File: src/rtl/core/sdf_pkg.sv
package sdf_pkg;

    localparam int MAX_FIELD_DEF = 63;
    localparam int BIN_W         = 32;
    localparam int NUM_DIGITS    = 10;
    localparam int BCD_W         = 4 * NUM_DIGITS;
    localparam int CNT_W         = $clog2(BIN_W);
    localparam int CFG_IDX_W     = 3;
    localparam int CFG_DATA_W    = 8;

    localparam logic [CFG_IDX_W-1:0] CFG_MIN_WIDTH   = 3'd0;
    localparam logic [CFG_IDX_W-1:0] CFG_PRECISION   = 3'd1;
    localparam logic [CFG_IDX_W-1:0] CFG_LEFT_ADJUST = 3'd2;
    localparam logic [CFG_IDX_W-1:0] CFG_ZERO_FILL   = 3'd3;
    localparam logic [CFG_IDX_W-1:0] CFG_SIGN_ALWAYS = 3'd4;
    localparam logic [CFG_IDX_W-1:0] CFG_POS_SIGN    = 3'd5;

    localparam logic [7:0] CHAR_ZERO  = 8'h30;
    localparam logic [7:0] CHAR_MINUS = 8'h2D;
    localparam logic [7:0] CHAR_SPACE = 8'h20;
    localparam logic [7:0] CHAR_PLUS  = 8'h2B;

    localparam logic [6:0] PRECISION_NONE = 7'h7F;

    typedef struct packed {
        logic [5:0] min_width;
        logic [6:0] precision;
        logic       left_adjust;
        logic       zero_fill;
        logic       sign_always;
        logic [7:0] positive_sign_char;
    } cfg_t;

    typedef enum logic [1:0] {
        ST_IDLE,
        ST_CONV,
        ST_SETUP,
        ST_EMIT
    } state_t;

    typedef struct packed {
        logic load;
        logic step;
        logic setup;
        logic emit;
    } cmd_t;

    typedef struct packed {
        logic empty;
        logic at_last;
        logic out_free;
    } sts_t;

endpackage

File: src/rtl/core/sdf_cfg.sv
module sdf_cfg (
    input  logic                             aclk,
    input  logic                             aresetn,
    input  logic                             cfg_wr_en,
    input  logic [sdf_pkg::CFG_IDX_W-1:0]    cfg_wr_index,
    input  logic [sdf_pkg::CFG_DATA_W-1:0]   cfg_wr_data,
    output sdf_pkg::cfg_t                    cfg
);
    import sdf_pkg::*;

    cfg_t cfg_reg;
    cfg_t cfg_next;

    always_comb begin
        cfg_next = cfg_reg;
        if (cfg_wr_en) begin
            case (cfg_wr_index)
                CFG_MIN_WIDTH:   cfg_next.min_width          = cfg_wr_data[5:0];
                CFG_PRECISION:   cfg_next.precision          = cfg_wr_data[6:0];
                CFG_LEFT_ADJUST: cfg_next.left_adjust        = cfg_wr_data[0];
                CFG_ZERO_FILL:   cfg_next.zero_fill          = cfg_wr_data[0];
                CFG_SIGN_ALWAYS: cfg_next.sign_always        = cfg_wr_data[0];
                CFG_POS_SIGN:    cfg_next.positive_sign_char = cfg_wr_data;
                default:         cfg_next = cfg_reg;
            endcase
        end
    end

    always_ff @(posedge aclk) begin
        if (!aresetn) begin
            cfg_reg.min_width          <= 6'd0;
            cfg_reg.precision          <= PRECISION_NONE;
            cfg_reg.left_adjust        <= 1'b0;
            cfg_reg.zero_fill          <= 1'b0;
            cfg_reg.sign_always        <= 1'b0;
            cfg_reg.positive_sign_char <= CHAR_PLUS;
        end else begin
            cfg_reg <= cfg_next;
        end
    end

    assign cfg = cfg_reg;

endmodule

File: src/rtl/core/sdf_ctrl.sv
module sdf_ctrl (
    input  logic           aclk,
    input  logic           aresetn,
    input  logic           s_tvalid,
    output logic           s_tready,
    input  sdf_pkg::sts_t  sts,
    output sdf_pkg::cmd_t  cmd
);
    import sdf_pkg::*;

    state_t            state_reg;
    state_t            state_next;
    logic [CNT_W-1:0]  cnt_reg;
    logic [CNT_W-1:0]  cnt_next;

    always_comb begin
        state_next = state_reg;
        case (state_reg)
            ST_IDLE: begin
                if (s_tvalid) begin
                    state_next = ST_CONV;
                end
            end
            ST_CONV: begin
                if (cnt_reg == CNT_W'(BIN_W - 1)) begin
                    state_next = ST_SETUP;
                end
            end
            ST_SETUP: begin
                state_next = ST_EMIT;
            end
            ST_EMIT: begin
                if (sts.empty) begin
                    state_next = ST_IDLE;
                end else if (sts.out_free && sts.at_last) begin
                    state_next = ST_IDLE;
                end
            end
            default: state_next = ST_IDLE;
        endcase
    end

    always_comb begin
        cmd      = '0;
        s_tready = 1'b0;
        cnt_next = cnt_reg;
        case (state_reg)
            ST_IDLE: begin
                s_tready = 1'b1;
                cmd.load = s_tvalid;
                cnt_next = '0;
            end
            ST_CONV: begin
                cmd.step = 1'b1;
                cnt_next = cnt_reg + 1'b1;
            end
            ST_SETUP: begin
                cmd.setup = 1'b1;
            end
            ST_EMIT: begin
                cmd.emit = !sts.empty && sts.out_free;
            end
            default: begin
                cmd = '0;
            end
        endcase
    end

    always_ff @(posedge aclk) begin
        if (!aresetn) begin
            state_reg <= ST_IDLE;
            cnt_reg   <= '0;
        end else begin
            state_reg <= state_next;
            cnt_reg   <= cnt_next;
        end
    end

endmodule

File: src/rtl/core/sdf_dp.sv
module sdf_dp #(
    parameter int MAX_FIELD = sdf_pkg::MAX_FIELD_DEF
) (
    input  logic                       aclk,
    input  logic                       aresetn,
    input  sdf_pkg::cfg_t              cfg,
    input  sdf_pkg::cmd_t              cmd,
    output sdf_pkg::sts_t              sts,
    input  logic [sdf_pkg::BIN_W-1:0]  s_value,
    output logic                       m_valid,
    output logic [7:0]                 m_char,
    output logic                       m_last,
    input  logic                       m_ready
);
    import sdf_pkg::*;

    localparam int CW       = $clog2(MAX_FIELD + 1);
    localparam int XW       = (CW > 6) ? CW + 1 : 7;
    localparam int PREC_CAP = (MAX_FIELD - 1 < 62) ? MAX_FIELD - 1 : 62;

    logic [BIN_W-1:0] bin_reg;
    logic [BCD_W-1:0] bcd_reg;
    logic             neg_reg;
    logic             zero_reg;
    logic [CW-1:0]    b1_reg;
    logic [CW-1:0]    b2_reg;
    logic [CW-1:0]    b3_reg;
    logic [CW-1:0]    b4_reg;
    logic [CW-1:0]    total_reg;
    logic [CW-1:0]    pos_reg;
    logic             valid_reg;
    logic [7:0]       char_reg;
    logic             last_reg;

    logic [BCD_W-1:0] bcd_adj;
    logic [XW-1:0]    nd;
    logic [XW-1:0]    prec_c;
    logic [XW-1:0]    width_c;
    logic [XW-1:0]    sgn;
    logic [XW-1:0]    zeros;
    logic [XW-1:0]    body;
    logic [XW-1:0]    pad;
    logic [XW-1:0]    lead;
    logic [XW-1:0]    trail;
    logic [XW-1:0]    b1_x;
    logic [XW-1:0]    b2_x;
    logic [XW-1:0]    b3_x;
    logic [XW-1:0]    b4_x;
    logic [XW-1:0]    total_x;
    logic             has_prec;
    logic             has_sign;
    logic [CW-1:0]    dig_off;
    logic [3:0]       dig_val;
    logic [7:0]       char_now;

    always_comb begin
        for (int i = 0; i < NUM_DIGITS; i++) begin
            if (bcd_reg[4*i +: 4] >= 4'd5) begin
                bcd_adj[4*i +: 4] = bcd_reg[4*i +: 4] + 4'd3;
            end else begin
                bcd_adj[4*i +: 4] = bcd_reg[4*i +: 4];
            end
        end
    end

    always_comb begin
        has_prec = !cfg.precision[6];
        has_sign = neg_reg || cfg.sign_always;
        nd       = '0;
        for (int i = 0; i < NUM_DIGITS; i++) begin
            if (bcd_reg[4*i +: 4] != 4'd0) begin
                nd = XW'(i + 1);
            end
        end
        if (has_prec && cfg.precision[5:0] == 6'd0 && zero_reg) begin
            nd = '0;
        end else if (nd == '0) begin
            nd = XW'(1);
        end
        prec_c = XW'(cfg.precision[5:0]);
        if (prec_c > XW'(PREC_CAP)) begin
            prec_c = XW'(PREC_CAP);
        end
        width_c = XW'(cfg.min_width);
        if (width_c > XW'(MAX_FIELD)) begin
            width_c = XW'(MAX_FIELD);
        end
        sgn   = has_sign ? XW'(1) : '0;
        zeros = (has_prec && prec_c > nd) ? prec_c - nd : '0;
        body  = sgn + zeros + nd;
        pad   = (width_c > body) ? width_c - body : '0;
        lead  = '0;
        trail = '0;
        if (cfg.left_adjust) begin
            trail = pad;
        end else if (cfg.zero_fill && !has_prec) begin
            zeros = zeros + pad;
        end else begin
            lead = pad;
        end
        b1_x    = lead;
        b2_x    = b1_x + sgn;
        b3_x    = b2_x + zeros;
        b4_x    = b3_x + nd;
        total_x = b4_x + trail;
    end

    always_comb begin
        dig_off = b4_reg - pos_reg - CW'(1);
        case (dig_off[3:0])
            4'd0:    dig_val = bcd_reg[3:0];
            4'd1:    dig_val = bcd_reg[7:4];
            4'd2:    dig_val = bcd_reg[11:8];
            4'd3:    dig_val = bcd_reg[15:12];
            4'd4:    dig_val = bcd_reg[19:16];
            4'd5:    dig_val = bcd_reg[23:20];
            4'd6:    dig_val = bcd_reg[27:24];
            4'd7:    dig_val = bcd_reg[31:28];
            4'd8:    dig_val = bcd_reg[35:32];
            4'd9:    dig_val = bcd_reg[39:36];
            default: dig_val = 4'd0;
        endcase
        if (pos_reg < b1_reg) begin
            char_now = CHAR_SPACE;
        end else if (pos_reg < b2_reg) begin
            char_now = neg_reg ? CHAR_MINUS : cfg.positive_sign_char;
        end else if (pos_reg < b3_reg) begin
            char_now = CHAR_ZERO;
        end else if (pos_reg < b4_reg) begin
            char_now = CHAR_ZERO | {4'd0, dig_val};
        end else begin
            char_now = CHAR_SPACE;
        end
    end

    always_ff @(posedge aclk) begin
        if (cmd.load) begin
            neg_reg  <= s_value[BIN_W-1];
            zero_reg <= (s_value == '0);
            bin_reg  <= s_value[BIN_W-1] ? (BIN_W'(0) - s_value) : s_value;
            bcd_reg  <= '0;
        end else if (cmd.step) begin
            bcd_reg <= {bcd_adj[BCD_W-2:0], bin_reg[BIN_W-1]};
            bin_reg <= {bin_reg[BIN_W-2:0], 1'b0};
        end
        if (cmd.setup) begin
            b1_reg    <= b1_x[CW-1:0];
            b2_reg    <= b2_x[CW-1:0];
            b3_reg    <= b3_x[CW-1:0];
            b4_reg    <= b4_x[CW-1:0];
            total_reg <= total_x[CW-1:0];
            pos_reg   <= '0;
        end else if (cmd.emit) begin
            pos_reg <= pos_reg + 1'b1;
        end
        if (cmd.emit) begin
            char_reg <= char_now;
            last_reg <= (pos_reg == total_reg - CW'(1));
        end
    end

    always_ff @(posedge aclk) begin
        if (!aresetn) begin
            valid_reg <= 1'b0;
        end else if (cmd.emit) begin
            valid_reg <= 1'b1;
        end else if (m_ready) begin
            valid_reg <= 1'b0;
        end
    end

    assign sts.empty    = (total_reg == '0);
    assign sts.at_last  = (pos_reg == total_reg - CW'(1));
    assign sts.out_free = !valid_reg || m_ready;

    assign m_valid = valid_reg;
    assign m_char  = char_reg;
    assign m_last  = last_reg;

endmodule

File: src/rtl/core/signed_decimal_field_formatter.sv
// Formats one signed 32-bit value per request as printf %d text and streams it out one
// ASCII character per result, with tlast on the final character; a field may be empty,
// in which case no result follows the request. The layout follows the configuration
// registers (width, precision, left adjust, zero fill, forced sign and its character),
// which the user must write through the cfg_wr port only while no request is in flight;
// the block itself does not enforce this. A request is prepared by a load, the 32-step
// bit-serial binary-to-BCD shift loop and a layout setup, followed by one output
// character per cycle through the single output register while the sink accepts them.
// The next request is taken as soon as the last character is in the output register.
module signed_decimal_field_formatter #(
    parameter int MAX_FIELD = sdf_pkg::MAX_FIELD_DEF
) (
    input  logic        aclk,
    input  logic        aresetn,
    input  logic        cfg_wr_en,
    input  logic [2:0]  cfg_wr_index,
    input  logic [7:0]  cfg_wr_data,
    input  logic        s_tvalid,
    output logic        s_tready,
    input  logic [31:0] s_tdata,   // [31:0] value
    output logic        m_tvalid,
    input  logic        m_tready,
    output logic [7:0]  m_tdata,   // [7:0] char_out
    output logic        m_tlast
);
    import sdf_pkg::*;

    cfg_t cfg;
    cmd_t cmd;
    sts_t sts;

    sdf_cfg u_cfg (
        .aclk         (aclk),
        .aresetn      (aresetn),
        .cfg_wr_en    (cfg_wr_en),
        .cfg_wr_index (cfg_wr_index),
        .cfg_wr_data  (cfg_wr_data),
        .cfg          (cfg)
    );

    sdf_ctrl u_ctrl (
        .aclk     (aclk),
        .aresetn  (aresetn),
        .s_tvalid (s_tvalid),
        .s_tready (s_tready),
        .sts      (sts),
        .cmd      (cmd)
    );

    sdf_dp #(
        .MAX_FIELD (MAX_FIELD)
    ) u_dp (
        .aclk    (aclk),
        .aresetn (aresetn),
        .cfg     (cfg),
        .cmd     (cmd),
        .sts     (sts),
        .s_value (s_tdata),
        .m_valid (m_tvalid),
        .m_char  (m_tdata),
        .m_last  (m_tlast),
        .m_ready (m_tready)
    );

endmodule

File: config.mk
export PLATFORM = sky130hd
export DESIGN_NAME = signed_decimal_field_formatter
export DESIGN_NICKNAME = d
export VERILOG_FILES = /design/src/rtl/core/sdf_pkg.sv /design/src/rtl/core/sdf_cfg.sv /design/src/rtl/core/sdf_ctrl.sv /design/src/rtl/core/sdf_dp.sv /design/src/rtl/core/signed_decimal_field_formatter.sv
export SDC_FILE = /design/constraint.sdc
export NUM_CORES = 1
export LEC_CHECK = 0
export BUFFER_PORTS_ARGS = -buffer_cell sky130_fd_sc_hd__buf_2
export CAP_MARGIN = 20
export CORE_MARGIN = 2
export CORE_UTILIZATION = 45
export CTS_CLUSTER_SIZE = 30
export DETAILED_ROUTE_END_ITERATION = 8
export PLACE_DENSITY = 0.59
export SLEW_MARGIN = 20
export SYNTH_ARGS = -nofsm -noshare
export SYNTH_HDL_FRONTEND = slang
export SYNTH_HIERARCHICAL = 1
export SYNTH_SLANG_ARGS = --single-unit
File: constraint.sdc
create_clock -name aclk -period 18.1 [get_ports aclk]
set_input_delay 3.62 -clock aclk [delete_from_list [all_inputs] [get_ports aclk]]
set_output_delay 3.62 -clock aclk [all_outputs]
set_load 0.02 [all_outputs]
After elaboration in Yosys (flattened, before gate mapping)
Index checks and enable logic that the tools add are counted.

cells by class
  multipliers = 0
  equality and inequality tests = 22
  reduce and logical (&&, ||, !) cells = 38
  $lt $le $gt $ge = 17
  bitwise operators = 0
  div/mod/pow operators = 0
  shifts and indexed selects = 0
  $add $sub $neg = 25
  mux-type cells = 52

operator list
  cell                                                               number
  2-to-1 mux 32 bit                                                  3
  2-to-1 mux 4 bit                                                   14
  2-to-1 mux 6 bit                                                   7
  greater-or-equal comparator 4 x 3 -> 1 bit, second input constant  10
  one-hot mux 4 bit (10 select lines)                                1
  nonzero test 4 bit                                                 10
  adder 4 x 2 -> 4 bit, second input constant                        9
  zero test 32 bit                                                   1
  subtractor 1 x 32 -> 32 bit, first input constant                  1
  adder 6 bit                                                        5
  < comparator 6 bit                                                 4
  2-to-1 mux 8 bit                                                   3
  equality test 4 x 3 -> 1 bit, second input constant                4
  2-to-1 mux 3 bit                                                   5
  zero test 6 bit                                                    2
  2-to-1 mux 2 bit                                                   6
  AND reduction 2 bit                                                6
  one-hot mux 5 bit (2 select lines)                                 1
  2-to-1 mux 1 bit                                                   9
  equality test 4 x 2 -> 1 bit, second input constant                2
  equality test 4 bit, second input constant                         2
  one-hot mux 2 bit (4 select lines)                                 1
  adder 1 x 7 -> 7 bit                                               1
  adder 7 x 4 -> 7 bit                                               1
  33 further kinds                                                   46

word-level totals
  register bits after elaboration = 151
  input port bits = 48
  bits in latches = 0
  logic and storage cells = 175
  memory bits (read-only) = 0
  output and inout port bits = 11
  memories = 0
  bits in writable memories = 0

Logic depth before layout (Yosys ltp)
  word-level depth = 27
  mapped depth = 45

Modules after synthesis
The synthesis kept the hierarchy.

by module, submodules not included
  module    cells each  instances  area each (um2)  sequential area each (um2)
  sdf_dp    991         1          9,021.2          3,133.0
  sdf_cfg   100         1          1,028.5          480.5
  sdf_ctrl  49          1          437.9            140.1

Worst setup path before layout
No wires, ideal clock.

  path type = register -> register
  start = register u_dp.bcd_reg[32]
  end = register u_dp.total_reg[5], data pin
  buffers on the path = 1
  library setup time = 258 ps
  arrival time = 8,712 ps
  period minus slack after synthesis = 8,970 ps
  required time = 17,842 ps
  path slack = 9,130 ps
  cell stages (with the launch flop) = 44
  path through = dfxtp_1 -> inv_1 -> ha_1 -> nor3b_1 -> a21oi_1 -> a211oi_4 -> inv_1 -> ha_1 -> nor2b_1 -> o31a_1 -> o21a_1 -> o21ai_0 -> nor2_1 -> a21o_1 -> ha_1 -> a21o_1 -> ha_1 -> a21o_1 -> [... 8 more ...] -> clkbuf_1 -> nor2_1 -> ha_1 -> ha_1 -> nand2_1 -> nand2_1 -> inv_1 -> fa_1 -> inv_1 -> fa_1 -> xor2_1 -> ha_1 -> nor2b_1 -> o21ai_0 -> nand2b_1 -> a21oi_1 -> xor2_1 -> xnor2_1

between the ends
  word-level cells in the longest chain between the ends = 19
  elaborated cells on any way between the ends = 25

ends and longest elaborated chain
  what                                             line                         source
  start, declared                                  sdf_dp.sv:22                 logic [BCD_W-1:0] bcd_reg;
  start signal, assigned                           sdf_dp.sv:143                bcd_reg <= {bcd_adj[BCD_W-2:0], bin_reg[BIN_W-1]};
  nonzero test 4 bit *                             sdf_dp.sv:71                 if (bcd_reg[4*i +: 4] != 4'd0) begin
  2-to-1 mux 4 bit * (2 in a row)                  sdf_dp.sv:71
  zero test 7 bit                                  sdf_dp.sv:77                 end else if (nd == '0) begin
  2-to-1 mux 4 bit *                               sdf_dp.sv:77
  2-to-1 mux 4 bit *                               sdf_dp.sv:75                 if (has_prec && cfg.precision[5:0] == 6'd0 && zero_reg) begin
  > comparator 6 x 4 -> 1 bit                      sdf_dp.sv:89                 zeros = (has_prec && prec_c > nd) ? prec_c - nd : '0;
  logical AND 1 bit                                sdf_dp.sv:89
  2-to-1 mux 7 bit                                 sdf_dp.sv:89
  [... 5 more ...]                                 -
  2-to-1 mux 6 bit (on tied branches)              sdf_dp.sv:94, sdf_dp.sv:96
  adder 6 bit or 2-to-1 mux 6 bit (tied branches)  sdf_dp.sv:102, sdf_dp.sv:94
  adder 6 bit *                                    sdf_dp.sv:103                b3_x = b2_x + zeros;
  via u_dp.b3_x[1]                                 sdf_dp.sv:47                 logic [XW-1:0] b3_x;
  adder 6 bit *                                    sdf_dp.sv:104                b4_x = b3_x + nd;
  via u_dp.b4_x[2]                                 sdf_dp.sv:48                 logic [XW-1:0] b4_x;
  adder 6 bit *                                    sdf_dp.sv:105                total_x = b4_x + trail;
  via u_dp.total_x[5]                              sdf_dp.sv:49                 logic [XW-1:0] total_x;
  end signal, assigned                             sdf_dp.sv:151                total_reg <= total_x[CW-1:0];
  end, declared                                    sdf_dp.sv:29                 logic [CW-1:0] total_reg;

The timed path passes the listed nets; every way through them passes the cells marked *.
A chain may end at the register's enable or synchronous reset.

Worst setup path in the final report
  start = register u_dp.bcd_reg[8]
  end = register u_dp.total_reg[5], data pin

between the ends
  word-level cells in the longest chain between the ends = 25
  elaborated cells on any way between the ends = 31

ends and longest elaborated chain
  what                                             line
  nonzero test 4 bit *                             sdf_dp.sv:71
  2-to-1 mux 2 bit *                               sdf_dp.sv:71
  2-to-1 mux 3 bit * (4 in a row)                  sdf_dp.sv:71
  2-to-1 mux 4 bit * (3 in a row)                  sdf_dp.sv:71
  zero test 7 bit                                  sdf_dp.sv:77
  2-to-1 mux 4 bit *                               sdf_dp.sv:77
  2-to-1 mux 4 bit *                               sdf_dp.sv:75
  > comparator 6 x 4 -> 1 bit                      sdf_dp.sv:89
  [... 7 more ...]                                 -
  2-to-1 mux 6 bit (on tied branches)              sdf_dp.sv:94, sdf_dp.sv:96
  adder 6 bit or 2-to-1 mux 6 bit (tied branches)  sdf_dp.sv:102, sdf_dp.sv:94
  adder 6 bit *                                    sdf_dp.sv:103
  via u_dp.b3_x[1]                                 sdf_dp.sv:47
  adder 6 bit *                                    sdf_dp.sv:104
  via u_dp.b4_x[2]                                 sdf_dp.sv:48
  adder 6 bit *                                    sdf_dp.sv:105
  via u_dp.total_x[5]                              sdf_dp.sv:49

Marks and branches as above.

==> metrics.yaml <==
floorplanning:
  io_pins: 59
  fp.dieH_um: 157
  num_rows: 55
  dieWidth_um: 157
  initial_core_util_pct: 46.0
  core_area_um2: 22800
  dieArea_um2: 24500
yosys:
  ys_seq_area_share_pct: 35.8
  ys_ff_latch: 151
  ys_warn_count: 6
  synth_cells: 1140
  syn-cell-area_um2: 10500
  synthDistinctLibCells: 84
  avgSynthCellArea_um2: 9.20
  synthFlopType: "dfxtp_1"
  synth_edf_count: 73
  async_reset_ff_share_pct: 0
  syn-num-nets: 1288
layout:
  layout-drive-gt1-share_pct: 11.7
  fillers: 2155
  largest_register_ffs: 40
  nets: 1333
  syn2layout_area_growth_pct: 11.4
  final_core_util_pct: 51.3
power:
  pwr-share-comb_pct: 32.4
  swShare_pct: 35.2
  ir_drop_mv: 0.0680
  p_int_uw: 833
  powerDensity_nw_per_um2: 110
  switchingPower_uw: 453
  leakage_uw: 0.00478
  power_frac_clock_pct: 29.5
  pwr-share-seq_pct: 38.1
timing:
  tns_ps: 0
  slew_headroom_pct: 29.3
  slew_viol_final: 0
  whs_ps: 453
  tightest_slew_ps: 1060
  fin_worst_skew_ps: 14.9
  rsz0062_at_grt: "false"
  max_freq_mhz: 102
  finalWorstPathRequiredPeriod_ps: 9810
  period_share_pct: 54.2
  hold_viol_final: 0
  setup_viol: 0
hold_path:
  hold_path_class: "reg -> reg"
global_routing:
  antenna_found_initial: 0
  grt_pass1_wl_um: 39400
  grtUsageTotal_pct: 20.2
  grt_max_degree: 104
  grt_pass1_vias: 7618
  grt-ovfl-total: 0
detailed_routing:
  drc: 0
  drt_iter0_markers: 447
  vias: 8030
  drtAntennaViolNets: 0
  finalWirelength_um: 23700
  route.detailed.wl_per_inst_um: 15.7
  routed_via_density: 5.31
  drt_first_pass_iters: 5
clock_network:
  cts_resized: 0
  htree_levels: 4
  root_buffer: "clkbuf_16"
  cts_tree: "yes"
  clkTransAtPathRegs_ps: 70
  postCtsSetupRepairBufs: 0
  cts_hold_buf: 0
  cts_made_buffers: 17
  clk_latency_ps: 420
  cts.path.max_buffers: 2
  clkSinkCount: 151
outcome:
  outcome: "completed"
worst_setup_path:
  critPathArrivalTime_ps: 9980
  slowest_delay_ps: 740
  critPathKind: "reg -> reg"
  cp-end-kind: "register"
  crit_fanout: 16
  critPathMostFrequentCell: "ha_1"
  start_kind: "register"
  cp.required_ps: 18270
  slowest_stage: "a211oi_1"
run:
  max_cap_viol_count: 0
placement:
  place.gp.congestion: 0.884
  port-buffer-count: 58
  dp_hpwl_um: 17400
-- cell type report --
cell class                      instances  area [um2]  area share (%)
Multi-Input combinational cell        875        6280            53.8
Clock inverter                          9         125            1.07
Antenna cell                            1        2.50          0.0214
Inverter                               74         278            2.38
Timing Repair Buffer                   66         350            3.00
Tap cell                              313         392            3.35
Clock buffer                           23         500            4.28
Sequential cell                       151        3750            32.1
-- cell families (layout without fill, tap and decap cells) --
logic type,Yosys count,after routing,synth area share [%]
xor+xnor,92,92,7.90
other cells,0,1,0
mux,48,48,4.82
compound gates,258,258,15.5
simple gates,376,376,19.1
buf+inv,114,172,4.34
flops,151,151,35.8
fa+ha+maj,101,101,12.5
-- stage by stage --
step           cell area (um2)  total power, uW  worst slack [ps]  cells
6_report                 11700             1290              8290   1512
4_1_cts                  11700             1300              8350   1511
5_1_grt                  11700             1370              7600   1511
3_3_place_gp             11100              908              8680   1479
3_5_place_dp             11100              913              8460   1479
2_1_floorplan            10500              801              9130   1140
-- critical path: cells and delay by family, from the launching register on --
family                   cells  cell delay, ps
AND/OR/NAND/NOR              9            1230
XOR/XNOR                     4             560
adder cells (fa/ha/maj)     10            3140
AO/OA/AOI/OAI               17            4010
flip-flops                   1             390
buffers and inverters        3             230
-- layout by cell type, fill, tap and decap left out, types with 9 or more instances in the layout --
cell	n
nor2_1	112
a21oi_1	106
ha_1	93
nand2_1	78
dfxtp_1	78
inv_1	73
edfxtp_1	73
xor2_1	59
buf_2	58
o21ai_0	57
mux2i_1	46
nor2b_1	34
xnor2_1	31
nand2b_1	24
a21o_1	22
nand3_1	21
clkbuf_16	19
nor3_1	19
and2_1	11
or3_1	10
o31ai_1	10
or2_2	9
-- power by group through the flow --
stage / combinational (uW) / clock (uW) / sequential [uW]
after floorplan: 311 / 0 / 489
after global placement: 412 / 0 / 496
after detailed placement: 416 / 0 / 498
after CTS: 419 / 389 / 491
after global routing: 470 / 403 / 498
final: 417 / 379 / 490
-- Yosys cell counts, types with 31 or more instances --
master    count  share of area [%]
mux2i_1      46                4.4
ha_1         94                 11
o21ai_0      57                2.7
nor2_1      112                4.0
dfxtp_1      78                 15
a21oi_1     106                5.1
edfxtp_1     73                 21
nor2b_1      34                2.0
nand2_1      78                2.8
inv_1        73                2.6
xnor2_1      31                2.6
xor2_1       59                4.9
-- per-layer routing --
| layer | part of all wire [%] | GRT usage, % | vias up |
|---|---|---|---|
| met5 | 0 | 0 | - |
| met2 | 43 | 30.0 | 122 |
| met1 | 52 | 30.6 | 3754 |
| met4 | 1.2 | 5.33 | 0 |
| li1 | - | - | 4136 |
| met3 | 3.5 | 3.02 | 18 |
-- worst paths after layout --
kind	from	end	slack [ps]	cells after the start
worst min-delay path	u_cfg/cfg[7]	u_cfg/cfg[7]	450	2
worst max-delay path	u_dp/bcd_reg[8]	u_dp/total_reg[5]	8290	43
worst min register to register	u_cfg/cfg[7]	u_cfg/cfg[7]	450	2
worst max register to register	u_dp/bcd_reg[8]	u_dp/total_reg[5]	8290	43
Note: power is estimated with default switching activity, not from simulation.
